### src/rtl/core/ubd_div.sv
// pipelined restoring divider, one quotient bit per stage
module ubd_div #(
    parameter int NW = 26,
    parameter int DW = 24,
    parameter int CW = 1
) (
    input  logic          clk,
    input  logic          rst_n,
    input  logic          in_vld,
    input  logic [NW-1:0] num,
    input  logic [DW-1:0] den,
    input  logic [CW-1:0] in_ctx,
    output logic          out_vld,
    output logic [NW-1:0] quo,
    output logic [DW-1:0] rem,
    output logic [CW-1:0] out_ctx
);
    logic [NW-1:0] vld_reg;
    logic [NW-1:0] q_reg [NW+1];
    logic [DW-1:0] r_reg [NW+1];
    logic [DW-1:0] d_reg [NW+1];
    logic [CW-1:0] c_reg [NW+1];

    always_ff @(posedge clk or negedge rst_n)
    begin
        if (!rst_n)
            vld_reg <= '0;
        else
            vld_reg <= {vld_reg[NW-2:0], in_vld};
    end

    always_comb
    begin
        q_reg[0] = num;
        r_reg[0] = '0;
        d_reg[0] = den;
        c_reg[0] = in_ctx;
    end

    for (genvar i = 0; i < NW; i++) begin : g_st
        logic [DW:0] trial;
        logic [DW:0] diff;
        logic [NW-1:0] q_s;
        logic [DW-1:0] r_s;
        logic [DW-1:0] d_s;
        logic [CW-1:0] c_s;
        assign trial = {r_reg[i], q_reg[i][NW-1]};
        assign diff  = trial - {1'b0, d_reg[i]};
        always_ff @(posedge clk)
        begin
            d_s <= d_reg[i];
            c_s <= c_reg[i];
            if (!diff[DW])
            begin
                r_s <= diff[DW-1:0];
                q_s <= {q_reg[i][NW-2:0], 1'b1};
            end
            else
            begin
                r_s <= trial[DW-1:0];
                q_s <= {q_reg[i][NW-2:0], 1'b0};
            end
        end
        always_comb
        begin
            q_reg[i+1] = q_s;
            r_reg[i+1] = r_s;
            d_reg[i+1] = d_s;
            c_reg[i+1] = c_s;
        end
    end

    assign out_vld = vld_reg[NW-1];
    assign quo     = q_reg[NW];
    assign rem     = r_reg[NW];
    assign out_ctx = c_reg[NW];
endmodule

### config.mk
export PLATFORM = sky130hd
export DESIGN_NAME = ubd_div
export DESIGN_NICKNAME = d
export VERILOG_FILES = /design/src/rtl/core/ubd_div.sv
export SDC_FILE = /design/constraint.sdc
export NUM_CORES = 2
export LEC_CHECK = 0
export BUFFER_PORTS_ARGS = -buffer_cell sky130_fd_sc_hd__buf_2
export CORE_MARGIN = 2
export CORE_UTILIZATION = 45
export CTS_CLUSTER_SIZE = 14
export DETAILED_ROUTE_END_ITERATION = 8
export GPL_TIMING_DRIVEN = 0
export SYNTH_ARGS = -nofsm -noshare
export SYNTH_HDL_FRONTEND = slang
export SYNTH_SLANG_ARGS = --single-unit
### constraint.sdc
create_clock -name clk -period 10.85 [get_ports clk]
set_input_delay 2.7125 -clock clk [delete_from_list [all_inputs] [get_ports clk]]
set_output_delay 2.7125 -clock clk [all_outputs]
set_load 0.1 [all_outputs]
==> impl_metrics.env <==
export IMPL_status="complete, no violations"
export IMPL_reg_top3="g_st.q_s: 650 flops, g_st.d_s: 600 flops, g_st.r_s: 600 flops"
export IMPL_dp_hpwl_um=117000
export IMPL_hold_path_class="reg -> reg"
export IMPL_rows=150
export IMPL_final_cell_mix="dfxtp_1, inv_1, ha_1"
export IMPL_drive_gt1_frac=0.126
export IMPL_viasPerCell=4.99
export IMPL_finalInstanceArea_sq_um=86000
export IMPL_ant_nets=0
export IMPL_clkSlewWorstSetupHoldPaths_ps=60
export IMPL_pin_count=106
export IMPL_reg2reg_depth=14
export IMPL_cp_cell_sequence="inv_1, ha_1, inv_1, fa_1, a21o_1, a21oi_1, o21ai_0, a311oi_1, o21bai_1, a21boi_0, o21ai_0, xor2_1, clkbuf_1, mux2_2"
export IMPL_drc_errors=0
export IMPL_synth_edf_count=0
export IMPL_syn_inst=7070
export IMPL_worstReg2RegEnd="g_st[24].r_s[20]$_DFF_P_"
export IMPL_post_cts_buffers=0
export IMPL_register_area_sq_um=39200
export IMPL_fin_setup_tns_ps=0
export IMPL_finalNonFillerCells=9762
export IMPL_max_freq_mhz=195
export IMPL_finalHoldViolations=0
export IMPL_cp_start_kind="register"
export IMPL_fin_crit_sh=0.474
export IMPL_largest_reg_flops=650
export IMPL_critical_path_max_stage_delay_ps=760
export IMPL_largest_register="g_st.q_s"
export IMPL_maxCapViolations=0
export IMPL_die_h_um=414
export IMPL_async_flop_share=0.0133
export IMPL_crit_fanout=10
export IMPL_yosysWarnings=0
export IMPL_gp_congestion=0.882
export IMPL_seq_area_frac_synth=0.519
export IMPL_first_iter_violations=2143
export IMPL_area_delta_synth_final_pct=13.7
export IMPL_setup_viol=0
export IMPL_path_class="reg -> reg"
export IMPL_cts_made_buffers=202
export IMPL_critical_path_endpoint="g_st[24].r_s[20]$_DFF_P_"
export IMPL_fin_crit_ps=5140
export IMPL_hold_buffers=0
export IMPL_r2r_start="g_st[23].q_s[25]$_DFF_P_"
export IMPL_routed_wl_um=152000
export IMPL_ir_drop_v=0.000234
export IMPL_p_leak_uw=0.0398
export IMPL_die_area_sq_um=171000
export IMPL_grt_pass1_wl_um=245000
export IMPL_cts_buffer_depth=3
export IMPL_num_vias=48710
export IMPL_wire_per_inst_um=15.5
export IMPL_core_sq_um=167000
export IMPL_track_usage=0.176
export IMPL_critical_path_arrival_ps=5860
export IMPL_maxSlewHeadroom=0.133
export IMPL_dp_cells=9389
export IMPL_die_w_um=414
export IMPL_netlist_area_sq_um=75600
export IMPL_grt_pass1_vias=48575
export IMPL_initial_core_util=0.453
export IMPL_cts_repair_resize_count=0
export IMPL_cts_sinks=1952
export IMPL_yosys_cell_types_count=77
export IMPL_antenna_found_initial=0
export IMPL_syn_avg_cell_area_sq_um=10.7
export IMPL_p_per_area_nw_per_um2=368
export IMPL_nFillCells=15002
export IMPL_startpoint="g_st[23].q_s[25]$_DFF_P_"
export IMPL_whs_path_depth=0
export IMPL_tightest_slew_ps=1290
export IMPL_ys_flop_type="dfxtp_1"
export IMPL_grt_max_degree=27
export IMPL_overflow=0
export IMPL_slew_viol_final=0
export IMPL_postPlaceCellArea_sq_um=78900
export IMPL_endpoint_kind="register"
export IMPL_cts_tree="built"
export IMPL_multiInputGateArea_sq_um=33100
export IMPL_layout_nets=8070
export IMPL_r2r_slack_ps=5710
export IMPL_clock_root_buffer="clkbuf_16"
export IMPL_io_buffers=105
export IMPL_rsz0062_at_grt="no"
export IMPL_final_common_cell="dfxtp_1"
export IMPL_synth_seq_cells=1952
export IMPL_finalClockSkew_ps=39.9
export IMPL_htreeDepth=4
export IMPL_cpMaxStageDelayCell="xor2_1"
export IMPL_dr_pass1_iters=5
export IMPL_crit_required_ps=11570
export IMPL_insertion_delay_ps=840
[synthesized netlist by cell type (23+ instances only)]
master | n | area (sq um)
a31oi_1 | 61 | 382
nand4_1 | 49 | 307
o21bai_1 | 52 | 390
mux2_2 | 411 | 4630
ha_1 | 602 | 7530
inv_1 | 757 | 2840
a211oi_1 | 52 | 390
nor2_1 | 274 | 1030
o31ai_1 | 48 | 360
nand3_1 | 75 | 375
buf_2 | 31 | 155
nor3_1 | 44 | 220
mux2i_1 | 31 | 310
dfrtp_1 | 26 | 651
o21ai_0 | 346 | 1730
nor2b_1 | 88 | 551
dfxtp_1 | 1926 | 38600
and3_1 | 57 | 357
a21oi_1 | 439 | 2200
nand2_1 | 321 | 1200
nand2b_1 | 81 | 507
a21o_1 | 284 | 2130
clkbuf_1 | 56 | 210
xnor2_1 | 339 | 2970
fa_1 | 25 | 500
xor2_1 | 161 | 1410
a21boi_0 | 23 | 173
o21a_1 | 66 | 495
[where the power goes]
group	switching (uW)	internal (uW)	leakage, uW	total (uW)
clock	2830	4240	0.00344	7080
sequential	920	9320	0.0165	10200
combinational	7920	6420	0.0198	14300
[worst max-delay path, delay by kind of cell (launching register included)]
family | cells | cell delay [ps]
XOR/XNOR | 1 | 760
AO/OA/AOI/OAI | 7 | 2200
multiplexers | 1 | 410
flip-flops | 1 | 300
buffers and inverters | 3 | 780
adder cells (fa/ha/maj) | 2 | 560
[per-layer routing]
layer  up-vias  routed length, um  global-route usage  part of all wire
li1      24941                  -                   -                 -
met1     22647              66800               0.210              0.44
met2       782              72900               0.306              0.48
met3       340               5280              0.0297             0.035
met4         0               6670              0.0823             0.044
met5         -                  0                   0                 0
[metrics by stage]
stage	total power [uW]	hold WS, ps	utilization	setup WS [ps]
6_report	31700	303	0.515	5710
5_1_grt	33900	312	0.515	5260
4_1_cts	32000	302	0.515	5550
3_5_place_dp	24700	312	0.472	5610
3_3_place_gp	24500	310	0.472	5660
2_1_floorplan	21300	310	-	6940
[kinds of logic (layout without fill, tap and decap cells)]
kind of cell    count (synthesis)  count (layout)  share of synthesized area
compound gates               1580            1580                      0.134
xor+xnor                      511             511                     0.0603
fa+ha+maj                     627             627                      0.106
buf+inv                       858            1334                     0.0434
flops                        1952            1952                      0.519
mux                           459             459                     0.0687
other cells                     1              13                  0.0000496
simple gates                 1082            1082                     0.0685
[final cells by class]
type / count / area share
Sequential cell: 1952 / 0.456
Multi-Input combinational cell: 4270 / 0.386
Clock buffer: 291 / 0.0686
Inverter: 757 / 0.0331
Tap cell: 2204 / 0.0321
Clock inverter: 80 / 0.0133
Timing Repair Buffer: 105 / 0.00611
Buffer: 101 / 0.00512
Antenna cell: 2 / 0.0000582
[worst min path at each step]
| stage | startpoint | end | slack [ps] |
|---|---|---|---|
| 3_5_place_dp | g_st[9].q_s[9]$_DFF_P_ | g_st[10].q_s[10]$_DFF_P_ | 310 |
| 5_1_grt | g_st[17].q_s[24]$_DFF_P_ | g_st[18].q_s[25]$_DFF_P_ | 310 |
| 2_1_floorplan | g_st[9].c_s$_DFF_P_ | g_st[10].c_s$_DFF_P_ | 310 |
| 3_3_place_gp | g_st[18].q_s[19]$_DFF_P_ | g_st[19].q_s[20]$_DFF_P_ | 310 |
| 4_1_cts | g_st[7].q_s[15]$_DFF_P_ | g_st[8].q_s[16]$_DFF_P_ | 300 |
| 6_report | g_st[7].q_s[15]$_DFF_P_ | g_st[8].q_s[16]$_DFF_P_ | 300 |
No activity file was read; power rests on OpenSTA's default activity.
