File: src/rtl/core/ubd_pkg.sv
package ubd_pkg;

    typedef struct packed {
        logic        mode;
        logic [1:0]  channel_number;
        logic [23:0] line_rate;
        logic        two_stop_bits;
        logic [2:0]  parity_kind;
        logic [3:0]  data_bit_count;
    } ubd_in_t;

    typedef struct packed {
        logic [7:0]  request_code;
        logic [15:0] request_value;
        logic [15:0] request_index;
        logic        valid_res;
    } ubd_out_t;

    localparam logic [23:0] HIGH_BAND_LIMIT = 24'd256000;
    localparam logic [8:0]  FACTOR_LIMIT    = 9'd255;
    localparam logic [7:0]  CODE_BASE       = 8'hA1;
    localparam logic [7:0]  CODE_HIGH_ADD   = 8'h0E;
    localparam logic [7:0]  CODE_MODEM_ADD  = 8'd3;
    localparam logic [7:0]  CTL_BASE        = 8'hC0;
    localparam logic [7:0]  VALUE_LOW       = 8'h8C;
    localparam logic [15:0] MODEM_VALUE     = 16'h0080;
    localparam logic        MODE_LINE       = 1'b0;

    localparam logic [2:0] BAND_0 = 3'd0;
    localparam logic [2:0] BAND_1 = 3'd1;
    localparam logic [2:0] BAND_2 = 3'd2;
    localparam logic [2:0] BAND_3 = 3'd3;
    localparam logic [2:0] BAND_7 = 3'd7;

    // item context carried alongside the divider
    typedef struct packed {
        logic        mode;
        logic [7:0]  code;
        logic [23:0] baud;
        logic [7:0]  ctl;
        logic [2:0]  band;
    } ubd_ctx_t;

    // context carried alongside the rounding divider
    typedef struct packed {
        ubd_ctx_t    ctx;
        logic        bad;
        logic [7:0]  q;
        logic [23:0] r;
    } ubd_rnd_t;

endpackage

File: src/rtl/core/ubd_div.sv
// pipelined restoring divider, one quotient bit per stage
module ubd_div #(
    parameter int NW = 26,
    parameter int DW = 24,
    parameter int CW = 1
) (
    input  logic          clk,
    input  logic          rst_n,
    input  logic          in_vld,
    input  logic [NW-1:0] num,
    input  logic [DW-1:0] den,
    input  logic [CW-1:0] in_ctx,
    output logic          out_vld,
    output logic [NW-1:0] quo,
    output logic [DW-1:0] rem,
    output logic [CW-1:0] out_ctx
);
    logic [NW-1:0] vld_reg;
    logic [NW-1:0] q_reg [NW+1];
    logic [DW-1:0] r_reg [NW+1];
    logic [DW-1:0] d_reg [NW+1];
    logic [CW-1:0] c_reg [NW+1];

    always_ff @(posedge clk or negedge rst_n)
    begin
        if (!rst_n)
            vld_reg <= '0;
        else
            vld_reg <= {vld_reg[NW-2:0], in_vld};
    end

    always_comb
    begin
        q_reg[0] = num;
        r_reg[0] = '0;
        d_reg[0] = den;
        c_reg[0] = in_ctx;
    end

    for (genvar i = 0; i < NW; i++) begin : g_st
        logic [DW:0] trial;
        logic [DW:0] diff;
        logic [NW-1:0] q_s;
        logic [DW-1:0] r_s;
        logic [DW-1:0] d_s;
        logic [CW-1:0] c_s;
        assign trial = {r_reg[i], q_reg[i][NW-1]};
        assign diff  = trial - {1'b0, d_reg[i]};
        always_ff @(posedge clk)
        begin
            d_s <= d_reg[i];
            c_s <= c_reg[i];
            if (!diff[DW])
            begin
                r_s <= diff[DW-1:0];
                q_s <= {q_reg[i][NW-2:0], 1'b1};
            end
            else
            begin
                r_s <= trial[DW-1:0];
                q_s <= {q_reg[i][NW-2:0], 1'b0};
            end
        end
        always_comb
        begin
            q_reg[i+1] = q_s;
            r_reg[i+1] = r_s;
            d_reg[i+1] = d_s;
            c_reg[i+1] = c_s;
        end
    end

    assign out_vld = vld_reg[NW-1];
    assign quo     = q_reg[NW];
    assign rem     = r_reg[NW];
    assign out_ctx = c_reg[NW];
endmodule

File: src/rtl/core/ubd_back.sv
// rounding and packing of the result word
// rounding test: clk/q - b > b - clk/(q+1); with clk = q*b + r this is
// floor(r/q) > ceil((b - r)/(q+1)), i.e. r >= (ceil((b - r)/(q+1)) + 1)*q
module ubd_back (
    input  logic              clk,
    input  logic              rst_n,
    input  logic              in_vld,
    input  ubd_pkg::ubd_ctx_t ctx,
    input  logic [25:0]       quo,
    input  logic [23:0]       rem,
    output logic              strobe,
    output ubd_pkg::ubd_out_t dout
);
    import ubd_pkg::*;

    ubd_rnd_t    rin, rout;
    logic        r_vld;
    logic [23:0] k_quo;
    logic [8:0]  k_rem;
    logic        v1_reg, v2_reg;
    ubd_rnd_t    c1_reg;
    logic [32:0] lim_reg;
    ubd_out_t    out_reg, out_next;
    logic [24:0] k_up;
    logic [7:0]  qf;

    always_comb
    begin
        rin.ctx = ctx;
        rin.bad = (ctx.baud == 24'd0) || (quo == 26'd0) || (quo >= 26'(FACTOR_LIMIT));
        rin.q   = quo[7:0];
        rin.r   = rem;
    end

    // (b - r)/(q + 1) for the upper distance
    ubd_div #(.NW(24), .DW(9), .CW($bits(ubd_rnd_t))) u_rnd_div (
        .clk(clk), .rst_n(rst_n), .in_vld(in_vld), .num(ctx.baud - rem),
        .den({1'b0, quo[7:0]} + 9'd1), .in_ctx(rin), .out_vld(r_vld),
        .quo(k_quo), .rem(k_rem), .out_ctx(rout)
    );

    always_comb
    begin
        k_up = {1'b0, k_quo} + {24'd0, (k_rem != 9'd0)} + 25'd1;
    end

    always_ff @(posedge clk or negedge rst_n)
    begin
        if (!rst_n)
        begin
            v1_reg <= 1'b0;
            v2_reg <= 1'b0;
        end
        else
        begin
            v1_reg <= r_vld;
            v2_reg <= v1_reg;
        end
    end

    always_ff @(posedge clk)
    begin
        c1_reg  <= rout;
        lim_reg <= {8'd0, k_up} * {25'd0, rout.q};
        out_reg <= out_next;
    end

    always_comb
    begin
        qf = c1_reg.q + {7'd0, ({9'd0, c1_reg.r} >= lim_reg)};
        out_next.request_code = c1_reg.ctx.code;
        if (c1_reg.ctx.mode != MODE_LINE)
        begin
            out_next.request_code  = c1_reg.ctx.code + CODE_MODEM_ADD;
            out_next.request_value = MODEM_VALUE;
            out_next.request_index = 16'd0;
            out_next.valid_res     = 1'b1;
        end
        else if (c1_reg.bad)
        begin
            out_next.request_value = 16'd0;
            out_next.request_index = 16'd0;
            out_next.valid_res     = 1'b0;
        end
        else
        begin
            out_next.request_value = {c1_reg.ctx.ctl, VALUE_LOW};
            out_next.request_index = {8'd0 - qf, 5'd0, c1_reg.ctx.band};
            out_next.valid_res     = 1'b1;
        end
    end

    assign strobe = v2_reg;
    assign dout   = out_reg;
endmodule

File: config.mk
export PLATFORM = sky130hd
export DESIGN_NAME = ubd_back
export DESIGN_NICKNAME = d
export VERILOG_FILES = /design/src/rtl/core/ubd_pkg.sv /design/src/rtl/core/ubd_div.sv /design/src/rtl/core/ubd_back.sv
export SDC_FILE = /design/constraint.sdc
export NUM_CORES = 2
export LEC_CHECK = 0
export ABC_AREA = 1
export ABC_CLOCK_PERIOD_IN_PS = 12330
export BUFFER_PORTS_ARGS = -buffer_cell sky130_fd_sc_hd__buf_4
export CORE_UTILIZATION = 53
export CTS_BUF_LIST = sky130_fd_sc_hd__clkbuf_8
export CTS_CLUSTER_SIZE = 25
export DETAILED_ROUTE_END_ITERATION = 7
export PLACE_DENSITY = 0.76
export SLEW_MARGIN = 20
export SYNTH_ARGS = -nofsm -noshare
export SYNTH_HDL_FRONTEND = slang
export SYNTH_SLANG_ARGS = --single-unit
File: constraint.sdc
create_clock -name clk -period 12.33 [get_ports clk]
set_input_delay 2.466 -clock clk [delete_from_list [all_inputs] [get_ports clk]]
set_output_delay 2.466 -clock clk [all_outputs]
set_load 0.01 [all_outputs]
==> flow_summary.yaml <==
yosys:
  ys_types: 45
  syn_area_per_cell_um2: 11.2
  ys_seq_area_frac: 0.671
  netlist_area_um2: 72200
  synth-main-ff-cell: "dfxtp_1"
  yosysMostFrequentCell: "dfxtp_1"
  ys_top_cells_by_count: "2386 x dfxtp_1, 1094 x nand2_1, 912 x inv_1"
  post-synth-top-area-cell: "dfxtp_1"
  synth_top_area_frac: 0.662
  synth_edf_count: 0
  yosys-top-cells-area: "dfxtp_1 66%, nand2_1 5.7%, ha_1 5.6%"
  synth-seq-cells: 2412
  yosys_warnings: 0
  synth_cells: 6460
  async_flop_share: 0.0108
sta:
  hold_violations: 0
  setup_violations: 0
  max_freq_ghz: 0.155
  setup_ws_ns: 5.89
  slew_headroom: 0.392
  rsz0062_at_grt: "no"
  fin_setup_tns_ns: 0
  period_minus_slack_ns: 6.44
  tightest_slew_ns: 0.911
  fin_crit_sh: 0.522
  slew_viol_final: 0
  finClkSkew_ns: 0.0734
die:
  rows: 135
  die_w_um: 371
  die_y_um: 371
  start_util: 0.534
  die-area_um2: 138000
  io_pins: 139
  core_area_um2: 135000
setup_path:
  critical_path_class: "reg2reg"
  reg2regPathDepth: 25
  cp-start-kind: "flop"
  rrSetupSlack_ns: 5.89
  critPathCaptureType: "flop"
  arrival_ns: 7.28
  r2r-end: "lim_reg[23]$_DFF_P_"
  rr_startpoint: "u_rnd_div.rem[5]$_DFF_P_"
  critPathRequiredTime_ns: 13.18
  path_max_fanout: 8
min_path:
  hold_class: "reg2reg"
  whs_path_depth: 0
  hold_end: "u_rnd_div.g_st[5].c_s[70]$_DFF_P_"
  hold_start: "u_rnd_div.g_st[4].c_s[70]$_DFF_P_"
layout:
  top_regs: "u_rnd_div.g_st.c_s (1219), u_rnd_div.g_st.q_s (552)"
  largest_register_ffs: 1219
  regArea_um2: 48400
  fill_cells: 10565
  nNetsFinal: 7492
  multiInputGateArea_um2: 20000
  top_register: "u_rnd_div.g_st.c_s"
  drive_gt1_frac: 0.105
  area_growth_syn_to_layout_pct: 14.0
clock_tree:
  postCtsSetupRepairBufs: 0
  clk_pin_slew_ns: 0.06
  cts.path.max_buffers: 4
  hold_buffers: 0
  clockRootBuffer: "clkbuf_8"
  cts_tree: "yes"
  htree_levels: 5
  cts_buffers: 359
  clock_latency_ns: 1.01
  cts_sinks: 2412
  cts-resized-gates: 0
drt:
  viasPerCell: 4.55
  route.antenna.remaining_nets: 0
  drc: 0
  dr.pass1.iters: 5
  wl_per_cell_um: 13.8
  wirelength_um: 123000
  num_vias: 40636
  drtIter0Drc: 1921
place:
  gp_congestion: 0.869
  portBuffers: 128
  dp_hpwl_um: 89100
  pre_cts_ws_ns: 5.94
status:
  outcome: "complete, no violations"
grt:
  grt_remaining_overflow: 0
  grt_pass1_vias: 41926
  grt_pass1_wl_um: 202000
  antenna_found_initial: 2
  grt_max_degree: 27
  grtUsageTotal: 0.183
run:
  drv_cap: 0
==> layout by cell type (no fill, tap or decap), drive strengths merged, types with 3 or more instances in the layout <==
master | netlist | routed
dfrtp | 26 | 26
clkbuf | 17 | 430
nand2 | 1149 | 1149
ha | 323 | 323
inv | 928 | 1047
dfxtp | 2386 | 2386
nand4 | 53 | 53
nand3b | 25 | 25
xor2 | 147 | 147
clkinvlp | 0 | 10
xnor2 | 60 | 60
buf | 37 | 131
or2 | 8 | 8
nand3 | 312 | 312
clkinv | 3 | 28
o21bai | 78 | 78
o21ai | 132 | 132
o21a | 3 | 3
nor2 | 331 | 331
fa | 162 | 162
nor3 | 21 | 21
bufinv | 0 | 19
a21o | 3 | 3
conb | 1 | 13
nor4 | 16 | 16
a21oi | 233 | 233
==> through the flow <==
step	cell area, um2	hold WS [ns]	util	std cells
finish	82300	0.252	0.608	8935
global placement	75100	0.310	0.555	8330
floorplan	72300	0.310	-	6472
global route	82300	0.248	0.608	8935
detailed placement	75100	0.312	0.555	8330
CTS	82300	0.247	0.608	8933
==> metal layers <==
metal | track usage | up-vias | wire length [um] | part of all wire
met4 | 0.0840 | 0 | 4420 | 0.036
li1 | - | 20941 | - | -
met3 | 0.0425 | 282 | 5600 | 0.045
met5 | 0 | - | 0 | 0
met2 | 0.318 | 872 | 60300 | 0.49
met1 | 0.214 | 18541 | 53100 | 0.43
==> cell type report <==
type / count / share of cell area
Sequential cell: 2412 / 0.588
Multi-Input combinational cell: 3075 / 0.243
Inverter: 931 / 0.0425
Clock buffer: 430 / 0.0719
Tap cell: 1781 / 0.0271
Antenna cell: 2 / 0.0000608
Clock inverter: 173 / 0.0154
Timing Repair Buffer: 131 / 0.0120
==> kinds of logic (layout without fill, tap and decap cells) <==
family	after synthesis	count (layout)	synth area share
xor gates and xnor gates	207	207	0.0256
adders and majority gates	485	485	0.101
DFF	2412	2412	0.671
other	1	15	0.0000519
AOI/OAI and AO/OA	453	453	0.0347
and+or+nand+nor	1917	1917	0.115
buffers and inverters	985	1665	0.0535
==> worst max path at each step <==
| stage | startpoint | to | slack (ns) | depth (start not counted) |
|---|---|---|---|---|
| final | u_rnd_div.rem[5]$_DFF_P_ | lim_reg[23]$_DFF_P_ | 5.89 | 25 |
| after global routing | u_rnd_div.rem[5]$_DFF_P_ | lim_reg[24]$_DFF_P_ | 5.46 | 27 |
| after CTS | u_rnd_div.rem[5]$_DFF_P_ | lim_reg[22]$_DFF_P_ | 5.90 | 27 |
| after detailed placement | u_rnd_div.rem[5]$_DFF_P_ | lim_reg[22]$_DFF_P_ | 5.94 | 27 |
| after global placement | u_rnd_div.rem[5]$_DFF_P_ | lim_reg[31]$_DFF_P_ | 6.02 | 27 |
| after floorplan | u_rnd_div.rem[1]$_DFF_P_ | lim_reg[31]$_DFF_P_ | 7.01 | 27 |
==> worst max-delay path, cell delays in order, from the launching register on <==
cell     delay [ns]
dfxtp_1        0.30
nor4_1         0.34
nand2_1        0.09
nor2_1         0.13
ha_1           0.33
inv_1          0.14
ha_1           0.23
nand3_1        0.15
nor2_4         0.08
nand2_1        0.10
xor2_1         0.60
nor2_1         0.14
fa_1           0.54
fa_1           0.52
fa_1           0.54
inv_1          0.05
fa_1           0.52
inv_1          0.04
ha_1           0.37
nand2_1        0.12
nor2_1         0.20
inv_1          0.10
nor3_1         0.32
nand3_1        0.16
nand4_1        0.12
nand2_1        0.05
Power is left out: the tool's default activity adds up to more than one toggle a clock period on the data nets, which glitch-free logic cannot reach.
