File: config.mk
export PLATFORM = sky130hd
export DESIGN_NAME = ubd_front
export DESIGN_NICKNAME = d
export VERILOG_FILES = /design/src/rtl/core/ubd_pkg.sv /design/src/rtl/core/ubd_front.sv
export SDC_FILE = /design/constraint.sdc
export NUM_CORES = 1
export LEC_CHECK = 0
export ABC_CLOCK_PERIOD_IN_PS = 1000
export BUFFER_PORTS_ARGS = -buffer_cell sky130_fd_sc_hd__buf_2
export CAP_MARGIN = 20
export CORE_MARGIN = 5
export CORE_UTILIZATION = 44
export DETAILED_ROUTE_END_ITERATION = 16
export GPL_TIMING_DRIVEN = 1
export PLACE_DENSITY = 0.83
export RECOVER_POWER = 25
export SYNTH_ARGS = -nofsm -noshare
export SYNTH_HDL_FRONTEND = slang
export SYNTH_SLANG_ARGS = --single-unit
File: constraint.sdc
create_clock -name clk -period 1 [get_ports clk]
set_input_delay 0.05 -clock clk [delete_from_list [all_inputs] [get_ports clk]]
set_output_delay 0.05 -clock clk [all_outputs]
set_load 0.03 [all_outputs]
File: src/rtl/core/ubd_pkg.sv
package ubd_pkg;

    typedef struct packed {
        logic        mode;
        logic [1:0]  channel_number;
        logic [23:0] line_rate;
        logic        two_stop_bits;
        logic [2:0]  parity_kind;
        logic [3:0]  data_bit_count;
    } ubd_in_t;

    typedef struct packed {
        logic [7:0]  request_code;
        logic [15:0] request_value;
        logic [15:0] request_index;
        logic        valid_res;
    } ubd_out_t;

    localparam logic [23:0] HIGH_BAND_LIMIT = 24'd256000;
    localparam logic [8:0]  FACTOR_LIMIT    = 9'd255;
    localparam logic [7:0]  CODE_BASE       = 8'hA1;
    localparam logic [7:0]  CODE_HIGH_ADD   = 8'h0E;
    localparam logic [7:0]  CODE_MODEM_ADD  = 8'd3;
    localparam logic [7:0]  CTL_BASE        = 8'hC0;
    localparam logic [7:0]  VALUE_LOW       = 8'h8C;
    localparam logic [15:0] MODEM_VALUE     = 16'h0080;
    localparam logic        MODE_LINE       = 1'b0;

    localparam logic [2:0] BAND_0 = 3'd0;
    localparam logic [2:0] BAND_1 = 3'd1;
    localparam logic [2:0] BAND_2 = 3'd2;
    localparam logic [2:0] BAND_3 = 3'd3;
    localparam logic [2:0] BAND_7 = 3'd7;

    // item context carried alongside the divider
    typedef struct packed {
        logic        mode;
        logic [7:0]  code;
        logic [23:0] baud;
        logic [7:0]  ctl;
        logic [2:0]  band;
    } ubd_ctx_t;

    // context carried alongside the rounding divider
    typedef struct packed {
        ubd_ctx_t    ctx;
        logic        bad;
        logic [7:0]  q;
        logic [23:0] r;
    } ubd_rnd_t;

endpackage

File: src/rtl/core/ubd_front.sv
// band choice and control byte, one register stage
module ubd_front #(
    parameter int BASE_CLOCK_HZ = 12000000
) (
    input  logic             clk,
    input  logic             rst_n,
    input  logic             in_vld,
    input  ubd_pkg::ubd_in_t din,
    output logic             out_vld,
    output ubd_pkg::ubd_ctx_t ctx,
    output logic [25:0]      clk_div
);
    import ubd_pkg::*;

    localparam logic [25:0] CLK7 = 26'(BASE_CLOCK_HZ);
    localparam logic [25:0] CLK3 = 26'(BASE_CLOCK_HZ / 2);
    localparam logic [25:0] CLK2 = 26'(BASE_CLOCK_HZ / 16);
    localparam logic [25:0] CLK1 = 26'(BASE_CLOCK_HZ / 128);
    localparam logic [25:0] CLK0 = 26'((BASE_CLOCK_HZ + 512) / 1024);
    localparam logic [23:0] LIM3 = 24'(BASE_CLOCK_HZ / 2 / 255);
    localparam logic [23:0] LIM2 = 24'(BASE_CLOCK_HZ / 16 / 255);
    localparam logic [23:0] LIM1 = 24'(BASE_CLOCK_HZ / 128 / 255);

    logic      vld_reg;
    ubd_ctx_t  ctx_reg, ctx_next;
    logic [25:0] clk_reg, clk_next;
    logic [7:0]  code;
    logic [2:0]  pm1;

    always_comb
    begin
        code = CODE_BASE + {6'd0, din.channel_number};
        if (din.channel_number[1])
            code = code + CODE_HIGH_ADD;
        pm1 = din.parity_kind - 3'd1;
        ctx_next.mode = din.mode;
        ctx_next.code = code;
        ctx_next.baud = din.line_rate;
        ctx_next.ctl  = CTL_BASE | {5'd0, din.two_stop_bits, 2'd0}
                      | {6'd0, 2'(din.data_bit_count - 4'd5)};
        if (din.parity_kind != 3'd0)
            ctx_next.ctl = ctx_next.ctl | {2'd0, pm1[1:0], 4'b1000};
        if (din.line_rate >= HIGH_BAND_LIMIT)
        begin
            ctx_next.band = BAND_7; clk_next = CLK7;
        end
        else if (din.line_rate > LIM3)
        begin
            ctx_next.band = BAND_3; clk_next = CLK3;
        end
        else if (din.line_rate > LIM2)
        begin
            ctx_next.band = BAND_2; clk_next = CLK2;
        end
        else if (din.line_rate > LIM1)
        begin
            ctx_next.band = BAND_1; clk_next = CLK1;
        end
        else
        begin
            ctx_next.band = BAND_0; clk_next = CLK0;
        end
    end

    always_ff @(posedge clk or negedge rst_n)
    begin
        if (!rst_n)
            vld_reg <= 1'b0;
        else
            vld_reg <= in_vld;
    end

    always_ff @(posedge clk)
    begin
        ctx_reg <= ctx_next;
        clk_reg <= clk_next;
    end

    assign out_vld = vld_reg;
    assign ctx     = ctx_reg;
    assign clk_div = clk_reg;
endmodule

==> results.yml, run 1 <==
status:
  status: "finished, violations left"
  violations: "setup timing"
yosys:
  synth.avg_cell_area_um2: 11.8
  yosys_warnings: 0
  yosys.area_share.adder_pct: 2.27
  synth_area_leaders: "dfxtp_1 64%, buf_4 7.7%, ha_1 2.3%"
  synth_xor_area_share_pct: 1.06
  synth_cell_types: 37
  async_reset_ff_share_pct: 1.85
  muxShareOfSynthArea_pct: 0
  synth_top_family_by_area: "simple AND/OR/NAND/NOR gates"
  yosys.area.top_type: "dfxtp_1"
  syn-cell-area_um2: 1660
  syn_inst: 140
  synth_most_common_cell: "dfxtp_1"
  synth_compound_area_share_pct: 7.26
  yosys.area.top_type_share_pct: 64.1
  ys_seq_elements: 54
  yosysSeqAreaShare_pct: 65.6
  synth_top_flop_cell: "dfxtp_1"
  synth_common_cells: "53 x dfxtp_1, 17 x buf_4, 10 x inv_1"
  synth_simple_gate_area_share_pct: 13.1
  synth_edf_count: 0
power_and_ir_drop:
  power.density_nw_per_um2: 1460
  leakage_uw: 0.00136
  vdd_ir_drop_max_mv: 1.24
layout:
  largest_register_ffs: 37
  syn2layout_area_growth_pct: 68.3
  drive_gt1_share_pct: 46.8
  final_nets: 333
  final-seq-area_um2: 1090
  fillerInstances: 251
  finalInstanceArea_um2: 2790
  multi_input_comb_area_um2: 467
  final_core_util_pct: 76.1
  antenna_cells: 0
grt:
  grt_start_max_net_pins: 16
  grt_overflow: 0
  grt_pass1_wl_um: 7270
  track_usage_pct: 18.6
  grt_pass1_vias: 1526
  antenna_found_initial: 0
sta:
  rsz0062_at_grt: "true"
  finalCritPeriodShare_pct: 119
  setup_viol: 16
  timing.final.crit_period_ps: 1190
  worst_slack_ps: -189
  report.final.slew_viol_count: 0
  hold_viol_final: 0
  tightestPinTransition_ps: 555
  timing.fmax_mhz: 841
  max_slew_margin_pct: 62.6
drt:
  post_drt_wl_per_cell_um: 13.3
  drc: 0
  antenna_left: 0
  vias_per_cell: 4.39
  drt_iter0_markers: 53
  wl_um: 4520
  first_pass_iters: 4
  via_count: 1496
floorplan:
  core-area_um2: 3660
  die_h_um: 71.3
  rows: 22
  die_w_um: 71.3
  ios: 109
  die_area_um2: 5090
  start_util_pct: 45.2
clock_network:
  cts-root-buf: "clkbuf_8"
  ctsHtreeMaxLevel: 2
  cts_inserted_buffers: 5
  cts_tree: "yes"
  cts_sinks: 54
  clkTransAtPathRegs_ps: 80
  cts_max_path_buffers: 2
min_path:
  hold_path.class: "in2async"
critical_path:
  worstPathRequired_ps: 1190
  worst-path-max-fanout: 8
  end_kind: "register"
  cp_data_arrival_time_ps: 1380
  cp-start-kind: "input port"
  critical_path_class: "in2reg"
placed_design:
  dp_hpwl_um: 3200
  port_buffers: 98
  place_ws_ps: -503
  gp_congestion: 0.834
  dpl_cell_area_um2: 2290
job:
  cap_violations: 0
cells in the final DEF (no fill, tap or decap), types with 2 or more instances in the layout:
| cell | Yosys | routed |
|---|---|---|
| a21o_1 | 2 | 2 |
| conb_1 | 2 | 8 |
| nand2_1 | 4 | 4 |
| dlygate4sd3_1 | 0 | 34 |
| ha_1 | 3 | 3 |
| dfxtp_1 | 53 | 53 |
| or3_1 | 2 | 2 |
| clkbuf_1 | 0 | 11 |
| or4_4 | 3 | 3 |
| nand3_1 | 2 | 2 |
| buf_2 | 1 | 84 |
| and3_1 | 2 | 2 |
| nor2_1 | 7 | 6 |
| nor3_1 | 4 | 3 |
| o21ai_2 | 0 | 2 |
| inv_1 | 10 | 9 |
| or2_4 | 1 | 2 |
| buf_4 | 17 | 23 |
| clkbuf_8 | 0 | 5 |
| buf_6 | 0 | 8 |
| o21ai_0 | 5 | 4 |
per-layer routing:
layer	routed length (µm)	vias to the layer above	track usage (%)	share of wire, %
met2	2330	76	33.5	51
met3	578	5	8.84	13
li1	-	746	-	-
met5	0	-	0	0
met1	1550	669	18.6	34
met4	62	0	6.26	1.4
worst max-delay path, cell delays in order:
cell     delay [ps]
buf_6            90
or4_4           560
or2_4           280
nor4_4          140
buf_6           170
o22ai_2          80
power breakdown:
part           internal, µW  total [µW]  switching (µW)
clock network           498        1110             614
registers              2240        2260            19.3
logic                   286         683             397
kinds of logic after synthesis:
logic type	after synthesis
other	2
buffers and inverters	28
XOR/XNOR	2
flip-flops	54
AND/OR/NAND/NOR	34
adder cells (fa/ha/maj)	3
AO/OA/AOI/OAI	17
final timing paths:
path | slack, ps | depth (start not counted) | from | endpoint
min in group clk | 70 | 3 | din[33] | ctx[39]
worst max-delay path | -190 | 6 | din[28] | ctx[0]
max in group asynchronous | 850 | 2 | rst_n | out_vld
worst min-delay path | 60 | 2 | rst_n | out_vld
cell type report:
cell class	count	share of cell area, %
clock buffers	8	2.87
repair buffers	157	37.8
flip-flops and latches	54	39.0
multi-input cells	64	16.7
well taps	48	2.16
inverters	10	1.44
through the flow:
step	std cells	setup TNS (ps)	total power (µW)	hold slack, ps
6_report	341	-2000	4050	63.5
5_1_grt	341	-2510	4230	57.7
4_1_cts	340	-1660	4070	19.6
3_5_place_dp	296	-6930	2870	-170
3_3_place_gp	296	-6790	2860	-175
2_1_floorplan	146	-4070	2640	-246
timing repair:
action	in CTS	in global routing
gates resized for setup	9	5
setup endpoints to repair	15	19
gates cloned	0	0
setup buffers	2	1
hold endpoints to repair	35	0
hold buffers	34	0
pin swaps	2	3
Note: power is estimated with default switching activity, not from simulation.
==> run 2, diff against run 1 <==
--- a/config.mk
+++ b/config.mk
@@ -5,15 +5,16 @@
 export SDC_FILE = /design/constraint.sdc
 export NUM_CORES = 1
 export LEC_CHECK = 0
+export ABC_AREA = 1
 export ABC_CLOCK_PERIOD_IN_PS = 1000
 export BUFFER_PORTS_ARGS = -buffer_cell sky130_fd_sc_hd__buf_2
 export CAP_MARGIN = 20
 export CORE_MARGIN = 5
-export CORE_UTILIZATION = 44
+export CORE_UTILIZATION = 46
 export DETAILED_ROUTE_END_ITERATION = 16
 export GPL_TIMING_DRIVEN = 1
-export PLACE_DENSITY = 0.83
-export RECOVER_POWER = 25
+export PLACE_DENSITY = 0.95
+export RECOVER_POWER = 50
 export SYNTH_ARGS = -nofsm -noshare
 export SYNTH_HDL_FRONTEND = slang
 export SYNTH_SLANG_ARGS = --single-unit
==> results.yml, run 2 <==
clock_network:
  ctsHtreeMaxLevel: 2
  cts_sinks: 54
  post_cts_buffers: 0
  clkTransAtPathRegs_ps: 100
  cts_inserted_buffers: 5
  cts-root-buf: "clkbuf_8"
  cts_max_path_buffers: 2
  cts_tree: "yes"
power_and_ir_drop:
  power.total_uw: 4350
  power.density_nw_per_um2: 1580
  leakage_uw: 0.00147
  vdd_ir_drop_max_mv: 1.23
placed_design:
  gp_congestion: 0.764
  dp_hpwl_um: 3130
  port_buffers: 98
critical_path:
  critical_path_class: "in2reg"
  worst-path-max-fanout: 2
  worstPathRequired_ps: 1200
  cp-startpoint: "din[32]"
  cp_data_arrival_time_ps: 1160
  cp-start-kind: "input port"
  end_kind: "register"
drt:
  via_count: 1569
  vias_per_cell: 4.12
  antenna_left: 0
  wl_um: 4320
  drt_iter0_markers: 44
  post_drt_wl_per_cell_um: 11.3
  first_pass_iters: 4
  drc: 0
floorplan:
  start_util_pct: 46.8
  die_w_um: 73.3
  rows: 23
  core-area_um2: 3940
  die_h_um: 73.3
  die_area_um2: 5380
  ios: 109
yosys:
  synth.avg_cell_area_um2: 9.56
  synth_most_common_cell: "dfxtp_1"
  synth_common_cells: "53 x dfxtp_1, 35 x nand2_1, 33 x inv_1"
  yosysSeqAreaShare_pct: 58.8
  syn-cell-area_um2: 1850
  async_reset_ff_share_pct: 1.85
  ys_seq_elements: 54
  syn_inst: 193
  yosys_warnings: 0
  yosys.area.top_type: "dfxtp_1"
  synth_edf_count: 0
  synth_area_leaders: "dfxtp_1 57%, nand2_1 7.1%, buf_4 6.9%"
  yosys.area.top_type_share_pct: 57.5
  synth_cell_types: 25
  synth_top_flop_cell: "dfxtp_1"
sta:
  setup_viol: 0
  report.final.slew_viol_count: 0
  hold_viol_final: 0
  hold_ws_ps: 26.1
  timing.fmax_mhz: 1040
  rsz0062_at_grt: "false"
  finalCritPeriodShare_pct: 96.0
  timing.final.crit_period_ps: 960
status:
  status: "completed"
grt:
  grt_start_max_net_pins: 17
  grt_pass1_vias: 1657
  grt_pass1_wl_um: 7070
  track_usage_pct: 17.1
  antenna_found_initial: 0
  grt_overflow: 0
min_path:
  hold_path.class: "in2async"
layout:
  largest_register_ffs: 37
  final_nets: 371
  syn2layout_area_growth_pct: 49.6
  final_common_cell: "buf_2"
  final_cell_mix: "72 x buf_2, 53 x dfxtp_1, 37 x nand2_1, 35 x dlygate4sd3_1, 33 x inv_1"
  antenna_cells: 0
  drive_gt1_share_pct: 33.5
job:
  cap_violations: 0
==> run 2: logic make-up (layout without fill, tap and decap cells) <==
logic type	after synthesis	in the layout	share of synthesized area, %
other	2	8	0.407
AO/OA/AOI/OAI	5	5	1.97
buffers and inverters	55	187	14.6
adder cells (fa/ha/maj)	3	3	2.03
AND/OR/NAND/NOR	72	72	21.2
flip-flops	54	54	58.8
XOR/XNOR	2	2	0.949
==> run 2: layout make-up <==
cell class                 instances  area, µm²
tap                               50       62.6
timing repair buffer             141        866
sequential                        54       1090
clock buffer                       6       72.6
inverter                          38        143
multi-input combinational         90        493
fill                             338       1180
clock inverter                     2       37.5
==> run 2: timing repair <==
item	4_1_cts	5_1_grt
endpoints found under the hold margin	34	0
endpoints found under the setup margin	0	0
hold buffers	35	0
gates resized for setup	0	0
==> run 2: critical path, stage by stage <==
cell           delay [ps]
dlygate4sd3_1         520
buf_2                 110
inv_1                  50
ha_1                  300
xor2_1                140
==> run 2: worst paths after layout <==
| path | slack [ps] | cells past startpoint | endpoint |
|---|---|---|---|
| min in group clk | 30 | 3 | ctx[39] |
| hold / removal | 30 | 2 | out_vld |
| setup / recovery | 40 | 5 | ctx[36] |
| max in group asynchronous | 880 | 2 | out_vld |
==> run 2: metrics by stage <==
stage / util (%) / cell area [µm²] / setup WS (ps) / instances / TNS [ps]
final: 70.0 / 2760 / 39.6 / 381 / 0
after global routing: 70.0 / 2760 / 11.0 / 381 / 0
after CTS: 71.4 / 2810 / 41.0 / 381 / 0
after detailed placement: 59.7 / 2350 / -92.0 / 338 / -331
after global placement: 59.7 / 2350 / -47.1 / 338 / -124
after floorplan: - / 1870 / 123 / 199 / 0
==> run 2: per-layer routing <==
metal,vias up,share of wire (%),global-route usage (%),routed length [µm]
li1,809,-,-,-
met1,677,34,16.6,1460
met2,72,53,32.7,2270
met3,11,11,5.61,471
met4,0,2.7,6.84,116
met5,-,0,0,0
==> run 2: report_power, final <==
part / total, µW / internal (µW) / switching [µW] / leakage, µW
Clock: 1430 / 747 / 683 / 0.0000514
Combinational: 659 / 247 / 412 / 0.000966
Sequential: 2260 / 2240 / 20.7 / 0.000452
Total: 4350 / 3230 / 1120 / 0.00147
==> run 3, diff against run 2 <==
--- a/config.mk
+++ b/config.mk
@@ -5,15 +5,14 @@
 export SDC_FILE = /design/constraint.sdc
 export NUM_CORES = 1
 export LEC_CHECK = 0
-export ABC_AREA = 1
 export ABC_CLOCK_PERIOD_IN_PS = 1000
 export BUFFER_PORTS_ARGS = -buffer_cell sky130_fd_sc_hd__buf_2
 export CAP_MARGIN = 20
 export CORE_MARGIN = 5
-export CORE_UTILIZATION = 46
+export CORE_UTILIZATION = 44
 export DETAILED_ROUTE_END_ITERATION = 16
 export GPL_TIMING_DRIVEN = 1
-export PLACE_DENSITY = 0.95
+export PLACE_DENSITY = 0.94
 export RECOVER_POWER = 50
 export SYNTH_ARGS = -nofsm -noshare
 export SYNTH_HDL_FRONTEND = slang
==> results.yml, run 3 (synthesized netlist as in run 1, its figures left out) <==
status:
  status: "finished, violations left"
  violations: "setup timing"
layout:
  layoutNonFillerInstCount: 338
  finalInstanceArea_um2: 2820
  multi_input_comb_area_um2: 467
  fillerInstances: 235
  final-seq-area_um2: 1090
  antenna_cells: 0
  final_common_cell: "buf_2"
  syn2layout_area_growth_pct: 70.5
  final_nets: 330
  drive_gt1_share_pct: 45.9
  largest_register_ffs: 37
  final_cell_mix: "81 x buf_2, 52 x dfxtp_1, 34 x dlygate4sd3_1, 13 x clkbuf_1, 13 x buf_4"
sta:
  hold_viol_final: 0
  rsz0062_at_grt: "true"
  timing.fmax_mhz: 838
  max_slew_margin_pct: 59.1
  hold_ws_ps: 32.7
  timing.final.crit_period_ps: 1190
  report.final.slew_viol_count: 0
  setup_viol: 14
  setup_tns_ps: -1810
  tightestPinTransition_ps: 607
  worst_slack_ps: -194
  finalCritPeriodShare_pct: 119
critical_path:
  cp-start-kind: "input port"
  end_kind: "register"
  worstPathRequired_ps: 1200
  crit_buf_inv: 2
  path_cells: "clkbuf_1, or4_4, or2_4, nor4_4, buf_6, o22ai_1"
  worst-path-max-fanout: 8
  cp_slowest_stage_delay_ps: 530
  critical_path_class: "in2reg"
  crit_family: "simple AND/OR/NAND/NOR gates"
  cp_data_arrival_time_ps: 1400
  slowest_stage: "or4_4"
drt:
  m1WireLength_um: 1800
  antenna_left: 0
  post_drt_wl_per_cell_um: 15.4
  wl_um: 5210
  drc: 0
  wl_met3_um: 485
  vias_per_cell: 4.63
  dr.max_layer_used: "met4"
  first_pass_iters: 4
  via_count: 1566
  drt_iter0_markers: 93
  wl_met2_um: 2840
floorplan:
  rows: 22
  ios: 109
  die_area_um2: 5090
  start_util_pct: 45.2
  die_h_um: 71.3
  core-area_um2: 3660
  die_w_um: 71.3
placed_design:
  placed_cells: 294
  gp_congestion: 0.781
  dp_hpwl_um: 3170
  dpl_cell_area_um2: 2280
  port_buffers: 98
grt:
  track_usage_pct: 19.7
  antenna_found_initial: 0
  grt_overflow: 0
  grt_start_max_net_pins: 18
  grt_pass1_vias: 1626
  grt_pass1_wl_um: 7760
clock_network:
  cts_sinks: 54
  cts-root-buf: "clkbuf_8"
  cts_inserted_buffers: 5
  clkTransAtPathRegs_ps: 100
  ctsHtreeMaxLevel: 2
  cts_tree: "yes"
  cts_max_path_buffers: 2
job:
  cap_violations: 0
min_path:
  hold_path.class: "in2async"
power_and_ir_drop:
  leakage_uw: 0.00136
  power.density_nw_per_um2: 1660
  vdd_ir_drop_max_mv: 0.981
  power.total_uw: 4670
## run 3: cell types whose count changed in the layout (fill, tap and decap cells not counted), moves of 4 or more
cell      before  now
nand3_1        6    1
clkbuf_1      20   13
nor2_1        13    7
inv_1         33    9
clkbuf_2      10    0
nor2_4         4    0
nand2_4        4    0
nand2_1       37    4
buf_2         72   81
buf_6          0    9
inv_2          5    0
buf_4          2   13
## run 3: final cells by class
type | count | area share, %
flip-flops and latches | 54 | 38.5
multi-input cells | 64 | 16.5
clock inverters | 3 | 2.44
repair buffers | 154 | 36.5
inverters | 10 | 1.42
well taps | 48 | 2.13
clock buffers | 5 | 2.44
## run 3: metal layers
metal / global-route usage, % / vias up
li1: - / 740
met1: 18.7 / 738
met2: 39.6 / 79
met3: 6.31 / 9
met4: 5.64 / 0
met5: 0 / -
## run 3: metrics by stage
stage / worst slack [ps] / utilization (%)
after floorplan: -386 / -
after global placement: -487 / 62.2
after detailed placement: -517 / 62.2
after CTS: -153 / 76.1
after global routing: -197 / 77.1
final: -194 / 77.1
## run 3: where the power goes
group	total (µW)	internal (µW)	switching, µW	leakage (µW)
combinational	693	283	410	0.000844
clock	1710	1000	710	0.0000683
sequential	2270	2240	24.8	0.000452
## run 3: worst paths after layout
kind                       slack (ps)     from       to  depth (start not counted)
hold / removal                     30    rst_n  out_vld                          2
max in group asynchronous         880    rst_n  out_vld                          2
setup / recovery                 -190  din[24]   ctx[0]                          6
min in group clk                   50  din[33]  ctx[39]                          3
## run 3: what timing repair did
item | 4_1_cts | 5_1_grt
resized for setup | 7 | 13
pin swaps | 5 | 6
endpoints found under the hold margin | 35 | 0
endpoints found under the setup margin | 15 | 19
hold buffers | 34 | 0
buffers inserted | 0 | 2
